==> src/rtl/core/rsp_pkg.sv <==
// Shared types and constants for the Roman surface point evaluator.
package rsp_pkg;

    localparam int CORDIC_STEPS = 20;
    localparam logic signed [31:0] CORDIC_GAIN = 32'sd652032874;
    localparam int ANG_W = 16;
    localparam int TRIG_W = 22;   // Q20 signed, |value| <= 2^20
    localparam int OUT_W = 26;
    localparam int CX_W = 33;     // Q30 CORDIC datapath
    localparam int CZ_W = 26;

    typedef logic signed [TRIG_W-1:0] trig_t;

    // Front-end record queued to the back end: angles plus the radius in effect.
    typedef struct packed {
        logic [ANG_W-1:0] u_angle;
        logic [ANG_W-1:0] v_angle;
        logic [15:0]      radius;
    } rsp_job_t;

    // One pipeline stage of a CORDIC lane.
    typedef struct packed {
        logic signed [CX_W-1:0] x;
        logic signed [CX_W-1:0] y;
        logic signed [CZ_W-1:0] z;
        logic                   neg;
    } rsp_cordic_t;

    function automatic logic signed [CZ_W-1:0] atan_turn24(input int i);
        logic signed [CZ_W-1:0] r;
        begin
            case (i)
                0: r = 26'sd2097152;
                1: r = 26'sd1238021;
                2: r = 26'sd654136;
                3: r = 26'sd332050;
                4: r = 26'sd166669;
                5: r = 26'sd83416;
                6: r = 26'sd41718;
                7: r = 26'sd20860;
                8: r = 26'sd10430;
                9: r = 26'sd5215;
                10: r = 26'sd2608;
                11: r = 26'sd1304;
                12: r = 26'sd652;
                13: r = 26'sd326;
                14: r = 26'sd163;
                15: r = 26'sd81;
                16: r = 26'sd41;
                17: r = 26'sd20;
                18: r = 26'sd10;
                default: r = 26'sd5;
            endcase
            return r;
        end
    endfunction

endpackage

==> src/rtl/core/rsp_front.sv <==
// Front end: accepts parameter pairs, tags them with the radius, two-entry queue.
module rsp_front (
    input  logic            aclk,
    input  logic            aresetn,
    input  logic            s_tvalid,
    output logic            s_tready,
    input  logic [31:0]     s_tdata,
    input  logic            cfg_valid,
    output logic            cfg_ready,
    input  logic [15:0]     cfg_data,
    output logic            q_valid,
    input  logic            q_ready,
    output rsp_pkg::rsp_job_t q_job
);
    import rsp_pkg::*;

    logic [15:0] radius_reg;
    rsp_job_t    buf_reg [2];
    logic        wptr_reg, rptr_reg;
    logic [1:0]  cnt_reg;
    logic        push, pop;

    assign cfg_ready = 1'b1;
    assign s_tready  = (cnt_reg != 2'd2);
    assign q_valid   = (cnt_reg != 2'd0);
    assign q_job     = buf_reg[rptr_reg];
    assign push      = s_tvalid && s_tready;
    assign pop       = q_valid && q_ready;

    always_ff @(posedge aclk) begin
        if (!aresetn) begin
            radius_reg <= 16'd4096;
            wptr_reg   <= 1'b0;
            rptr_reg   <= 1'b0;
            cnt_reg    <= 2'd0;
        end else begin
            if (cfg_valid) radius_reg <= cfg_data;
            if (push) wptr_reg <= ~wptr_reg;
            if (pop) rptr_reg <= ~rptr_reg;
            cnt_reg <= cnt_reg + {1'b0, push} - {1'b0, pop};
        end
    end

    always_ff @(posedge aclk) begin
        if (push) begin
            buf_reg[wptr_reg] <= '{u_angle: s_tdata[15:0], v_angle: s_tdata[31:16],
                                   radius: radius_reg};
        end
    end
endmodule

==> config.mk <==
export PLATFORM = sky130hd
export DESIGN_NAME = rsp_front
export DESIGN_NICKNAME = d
export VERILOG_FILES = /design/src/rtl/core/rsp_pkg.sv /design/src/rtl/core/rsp_front.sv
export SDC_FILE = /design/constraint.sdc
export NUM_CORES = 1
export LEC_CHECK = 0
export BUFFER_PORTS_ARGS = -buffer_cell sky130_fd_sc_hd__buf_2
export CAP_MARGIN = 20
export CORE_AREA = 2 2 102 104
export DETAILED_ROUTE_END_ITERATION = 10
export DIE_AREA = 0 0 104 106
export GPL_ROUTABILITY_DRIVEN = 0
export PLACE_DENSITY = 0.68
export SLEW_MARGIN = 25
export SYNTH_ARGS = -nofsm -noshare
export SYNTH_HDL_FRONTEND = slang
export SYNTH_SLANG_ARGS = --single-unit
export TNS_END_PERCENT = 10
==> constraint.sdc <==
create_clock -name aclk -period 4.75 [get_ports aclk]
set_clock_uncertainty 0.2 [all_clocks]
set_input_delay 0 -clock aclk [delete_from_list [all_inputs] [get_ports aclk]]
set_output_delay 0 -clock aclk [all_outputs]
set_load 0.02 [all_outputs]
After elaboration in Yosys (flattened, before gate mapping) --
Memories as Yosys holds them, arrays and structs flattened. A register that Yosys moved wholly into a read port is not among the register bits. Cells that the tools add are included.
Storage, ports and cells: bits in writable memories 96, memories kept 1, bits in registers 20, bits of input ports 53
Memory list:
- buf_reg | words 2, bits a word 48, rd ports 1, clocked after Yosys merged registers in 1, wr ports 1, line rsp_front.sv:18 | rsp_job_t buf_reg [2];
Operators by class: eq/ne operators 1, $add $sub $neg 2, reductions and logical operators 3, mux-type cells 4, bitwise operators 2
Operators by type and width (count):
- 2-to-1 mux 1 bit | 4
- adder 2 x 1 -> 2 bit | 1
- logical AND 1 bit | 2
- inequality test 2 bit (second input constant) | 1
- inverter 1 bit | 2
- nonzero test 2 bit | 1
- subtractor 2 x 1 -> 2 bit | 1

Depth between registers and ports, before layout --
Gate-level depths: netlist of run 1.
depth in word-level cells 4, mapped depth 8

Worst setup path before layout of run 1 --
Ideal clock, no wire load.
kind register to register, from reg cnt_reg[0], to mem buf_reg[0][0] (netlist bit), enable pin, stages on the path, launching flop included 4, path slack 1.324 ns, path buffers 0, data arrival time 2.772 ns, clock period less this slack 3.426 ns, required time 4.096 ns, cell sequence dfxtp_1 -> nand2b_1 -> nand2_1 -> nor2_1
On the way: cells in the longest elaborated chain, start to end 4
RTL lines:
- from (decl) | line rsp_front.sv:20 | logic [1:0] cnt_reg;
- from (signal assigned) | line rsp_front.sv:40 | cnt_reg <= cnt_reg + {1'b0, push} - {1'b0, pop};
- inequality test 2 bit | line rsp_front.sv:24 | assign s_tready = (cnt_reg != 2'd2);
- net s_tready | line rsp_front.sv:6 | output logic s_tready,
- logical AND 1 bit | line rsp_front.sv:27 | assign push = s_tvalid && s_tready;
- 2-to-1 mux 1 bit | line rsp_front.sv:45 | if (push) begin
- 2-to-1 mux 1 bit (implied by the code) | line rsp_front.sv:46 | buf_reg[wptr_reg] <= '{u_angle: s_tdata[15:0], v_angle: s_tdata[31:16],
- to (decl) | line rsp_front.sv:18
The timed path passes the listed nets, and every way through them passes these cells.

==> results of run 1 <==
==> cell type report <==
| cell class | instances | area (um^2) |
|---|---|---|
| fillers | 748 | 3500 |
| flip-flops and latches | 117 | 3300 |
| repair buffers | 198 | 1470 |
| multi-input cells | 99 | 1020 |
| clock buffers | 29 | 520 |
| well taps | 136 | 170 |
| clock inverters | 3 | 15.0 |
| inverters | 1 | 3.75 |
==> logic make-up (layout without fill, tap and decap cells) <==
logic type	Yosys count	count (layout)	synth area share, %
xor gates and xnor gates	3	3	0.598
and+or+nand+nor	27	27	3.62
other	1	1	0.0854
AOI/OAI and AO/OA	1	1	0.171
muxes	65	65	17.9
buffers and inverters	11	231	1.85
adders and majority gates	2	2	0.570
DFF	117	117	75.2
==> where the power goes <==
part           switching (uW)  internal, uW  total, uW
Sequential               38.6          1270       1310
Combinational             435           373        808
Clock                     391           724       1120
==> worst register-to-register path: stages (launching register included) <==
cell and delay, ns:
dfxtp_1 0.33, mux2i_1 0.15, dlygate4sd3_1 0.57, nand2_1 0.05
dlygate4sd3_1 0.57
==> layout by cell type, fill, tap and decap left out, types with 2 or more instances in the layout <==
master and instances:
buf_2 102, edfxtp_1 96, dlygate4sd3_1 94, mux2_2 28, mux2_4 20, dfxtp_1 20, nor2b_1 17, mux2i_1 17
clkbuf_16 17, clkbuf_1 7, clkbuf_8 5, nand2_1 3, xnor2_1 3, clkinv_2 3, nand2b_1 2, and2_1 2
ha_1 2, buf_4 2
==> path summary, 6_finish.rpt <==
path              slack, ns             end            from  cells past startpoint
setup reg to reg       2.76  radius_reg[12]  radius_reg[12]                      4
setup / recovery       2.55        q_job[7]       flip-flop                      3
hold reg to reg        0.25   buf_reg[0][1]   radius_reg[1]                      0
hold / removal         0.02  buf_reg[1][42]     s_tdata[10]                      2
==> metrics by stage <==
stage / area [um^2] / setup slack, ns / power [uW]
floorplan: 4390 / 1.32 / 1870
CTS: 6490 / 2.48 / 3270
finish: 6500 / 2.55 / 3230
detailed placement: 5020 / 2.83 / 2070
global route: 6500 / 2.43 / 3380
global placement: 5020 / 2.64 / 2060
==> per-layer routing <==
layer	routed length (um)	part of all wire, %	vias to the layer above
met4	79	0.97	0
met2	4070	50	70
met5	0	0	-
li1	-	-	1273
met3	378	4.6	8
met1	3640	45	1246
==> results.tsv, run 1 <==
metric	value	unit
Ports	104	
CP Cell Sequence	buf_4, mux2_2, buf_2	
detailed placement HPWL	4410	um
Post-synth ARST share	0	%
largest net degree at the start of global routing	49	
Post-synth top cells	96 x edfxtp_1, 28 x mux2_2, 21 x dfxtp_1, 20 x mux2_4	
Critical path buffers and inverters	2	
DRT Pass-1 Iters	4	
Slew HR	49.7	%
drt first-iter violations	76	
Sinks on Clock Net	117	
critical path data arrival time	2.00	ns
ant diodes	0	
clk slew on worst S/H paths	0.05	ns
Post-CTS Setup Inserts	0	
CTS tree	built	
first-pass GRT wire length	12900	um
Max FO, Critical Path	48	
Post-Route WL	8170	um
Starting Density	43.9	%
count leader, synth	edfxtp_1	
CP delay by family, top	buffers and inverters	
Clock Latency Late Sink	0.50	ns
GRT busiest layer	met2	
Via density	4.45	
DRC violations left	0	
CTS Root Cell	clkbuf_8	
Port-buffer cells	102	
clock buffer depth	2	
Mapped Cells	227	
Startpoint Class	flip-flop	
via count	2597	
Most used DFF post-synth	edfxtp_1	
H-tree depth	4	
top-area cell type share of the netlist area	65.6	%
final period demand of the worst path	2.20	ns
Largest register FFs	96	
Crit path largest cell delay	0.60	ns
Period Utilization, post-route	46.3	%
fin cells	583	
Fin. Hold Viols	0	
YS warnings	0	
Mapped Nets	282	
Hold Path Class	in -> reg	
number of flops mapped to enable cells by yosys	96	
leakage	0.00260	uW
WL per Instance	14.0	um
Max-Cap Viols	0	
hold buffer count at CTS	93	
met1 GRT Util	18.2	%
vias in the first global route	2687	
met2 Use GR	26.0	%
layout cells sized above 1	40.5	%
syn_area_per_cell	19.3	um^2
flops & latches, synth	117	
critical path type	reg -> out	
final core occ	65.0	%
hold_ws	0.0214	ns
final antenna-violating net count	0	
die area	11000	um^2
Num CTS Buffers	17	
RSZ-0062 raised after global routing	false	
leading area contributor after synthesis	edfxtp_1	
Tot GR Track Use	15.7	%
sequential share of the synthesized area	75.2	%
Final #Nets	489	
Synth area leaders	edfxtp_1 66%, dfxtp_1 9.6%, mux2_2 7.2%, mux2_4 6.8%, mux2i_1 3.9%	
post-CTS resize count	0	
PwrDens	497	nW/um^2
Die Wd	104	um
Placed Instances	457	
Setup TNS	0	ns
status	completed	
Synth Cell Area	4390	um^2
worst slew pin tran	0.754	ns
Setup crit end kind	primary output	
Syn-to-layout area delta	48.0	%
final slew viol count	0	
setup violators final	0	
initial antenna violation count	0	
CP max stage cell	buf_4	
Distinct cells, synth	21	
met3 Track Usage GR	6.01	%
Worst Path Required	4.55	ns
core area	10000	um^2
GRT Residual Overflow	0	
VDD IR max	0.332	mV
Die Y	106	um
row count	37	
max frequency	454	MHz
Power figures use the tool's default switching activity.
==> run 2: changes to the inputs <==
==> constraint.sdc (replaced) <==
create_clock -name aclk -period 2.1 [get_ports aclk]
set_clock_uncertainty 0.2 [all_clocks]
set_input_delay 0 -clock aclk [delete_from_list [all_inputs] [get_ports aclk]]
set_output_delay 0 -clock aclk [all_outputs]
set_load 0.02 [all_outputs]
==> run 2 against run 1 <==
  * Via count up 0.19%
  * Clock-buffer cell count is 5 lower
  * Register-to-register slack worse by 2.6 ns
  * Global-route usage shrank 0.11 points
  * Die area unchanged
  * First-iteration DRC count rose by 6.6%
  * Wire length rose by 1.6%
  * Utilization about the same
  * Critical path type is now reg -> reg
==> results.tsv, run 2 (synthesis gave the netlist of run 1 again) <==
metric	value	unit	change
status	completed		unchanged
FF-to-FF End	radius_reg[12]		unchanged
Via density	4.50		was 4.45
vias in the first global route	2736		was 2,687
Slew HR	65.5	%	was 49.7%
Worst Path Required	2.28	ns	was 4.55 ns
Num CTS Buffers	17		unchanged
Register Area	3300	um^2	unchanged
post-CTS resize count	0		unchanged
leading cell type in the layout, fill and taps excluded	buf_2		unchanged
via count	2602		was 2,597
final period demand of the worst path	1.97	ns	
layout cells sized above 1	42.5	%	was 40.5%
core area	10000	um^2	unchanged
multi-input logic area	1020	um^2	about the same
Post-Route WL	8300	um	was 8170 um
reg2reg setup slack	0.13	ns	was 2.76 ns
Ports	104		unchanged
Period Utilization, post-route	94.0	%	
DRT Pass-1 Iters	4		unchanged
setup violators final	0		unchanged
critical path type	reg -> reg		was reg -> out
drt first-iter violations	81		was 76
commonest non-fill, non-tap cells in the layout	102 x buf_2, 96 x edfxtp_1, 87 x dlygate4sd3_1		was 102 x buf_2, 96 x edfxtp_1, 94 x dlygate4sd3_1
Fin. Hold Viols	0		unchanged
WL per Instance	14.4	um	was 14.0 um
leakage	0.00260	uW	about the same
Largest register FFs	96		unchanged
Hold Path Class	in -> reg		unchanged
Max-Cap Viols	0		unchanged
GRT Residual Overflow	0		unchanged
Max FO, Critical Path	3		was 48
Final #Nets	484		was 489
reg2reg path depth	4		unchanged
Setup crit end kind	flip-flop		was primary output
RSZ-0062 raised after global routing	false		unchanged
Tot GR Track Use	15.6	%	was 15.7%
Clock Latency Late Sink	0.50	ns	about the same
max frequency	507	MHz	
DRC violations left	0		unchanged
row count	37		unchanged
Die Wd	104	um	unchanged
final slew viol count	0		unchanged
CTS tree	built		unchanged
critical path data arrival time	2.15	ns	was 2.00 ns
Startpoint Class	flip-flop		unchanged
PwrDens	1150	nW/um^2	was 497 nW/um^2
Sinks on Clock Net	117		unchanged
worst r2r src	radius_reg[12]		unchanged
largest net degree at the start of global routing	49		unchanged
Die Y	106	um	unchanged
H-tree depth	4		unchanged
Setup TNS	0	ns	unchanged
CTS Root Cell	clkbuf_8		unchanged
VDD IR max	0.738	mV	was 0.332 mV
Hold Startpoint	s_tdata[17]		was s_tdata[10]
hold_ws	0.0282	ns	was 0.0214 ns
die area	11000	um^2	unchanged
Post-CTS Setup Inserts	0		unchanged
worst hold path cell count	2		unchanged
Hold EP	buf_reg[1][17]		was buf_reg[1][42]
worst slew pin tran	0.518	ns	was 0.754 ns
ant diodes	0		unchanged
Port-buffer cells	102		unchanged
detailed placement HPWL	4500	um	was 4410 um
Starting Density	43.9	%	unchanged
fill cell count	746		was 748
Syn-to-layout area delta	47.9	%	was 48.0%
initial antenna violation count	0		unchanged
final antenna-violating net count	0		unchanged
first-pass GRT wire length	13000	um	was 12,900 um
clock buffer depth	2		unchanged
clk slew on worst S/H paths	0.05	ns	about the same
## run 2: what timing repair did
action | 4_1_cts | 5_1_grt
hold buffers | 87 | 0
endpoints found under the hold margin | 104 | 0
endpoints found under the setup margin | 0 | 0
## run 2: worst max-delay path by stage
stage              startpoint             end  slack (ns)  cells after the start
2_1_floorplan      cnt_reg[0]   buf_reg[0][0]        0.06                      3
3_3_place_gp       cnt_reg[0]      cnt_reg[1]        0.28                      8
3_5_place_dp       cnt_reg[0]      cnt_reg[1]        0.20                      8
4_1_cts             flip-flop       q_job[19]        0.08                      3
5_1_grt            cnt_reg[0]      cnt_reg[1]        0.03                      8
6_report       radius_reg[12]  radius_reg[12]        0.13                      4
## run 2: final cells by class
type / count / share of cell area, %
clock inverters: 8 / 1.12
inverters: 1 / 0.0578
clock buffers: 24 / 7.57
multi-input cells: 99 / 15.7
repair buffers: 193 / 22.1
well taps: 136 / 2.62
flip-flops and latches: 117 / 50.9
## run 2: worst max-delay path, cell delays in order (launching register included)
cell,delay (ns)
dfxtp_1,0.32
mux2i_1,0.15
dlygate4sd3_1,0.58
nand2_1,0.05
dlygate4sd3_1,0.56
## run 2: power by group
group,internal [uW],total [uW],switching (uW)
clock network,1720,2640,917
registers,2860,2950,90.3
logic,869,1870,997
## run 2: per-stage QoR
stage	cells	power (uW)	cell area [um^2]	util, %	setup WS, ns
5_1_grt	578	7780	6500	65.0	0.0299
3_3_place_gp	459	4700	5060	50.6	0.284
3_5_place_dp	459	4730	5060	50.6	0.204
6_report	578	7460	6500	65.0	0.126
2_1_floorplan	227	4220	4400	-	0.0572
4_1_cts	578	7550	6500	65.0	0.0787
## run 2: layer usage
layer | part of all wire [%] | vias to the layer above | GRT usage, %
li1 | - | 1259 | -
met1 | 41 | 1259 | 17.3
met2 | 53 | 75 | 27.9
met3 | 4.5 | 9 | 4.66
met4 | 0.99 | 0 | 6.47
met5 | 0 | - | 0
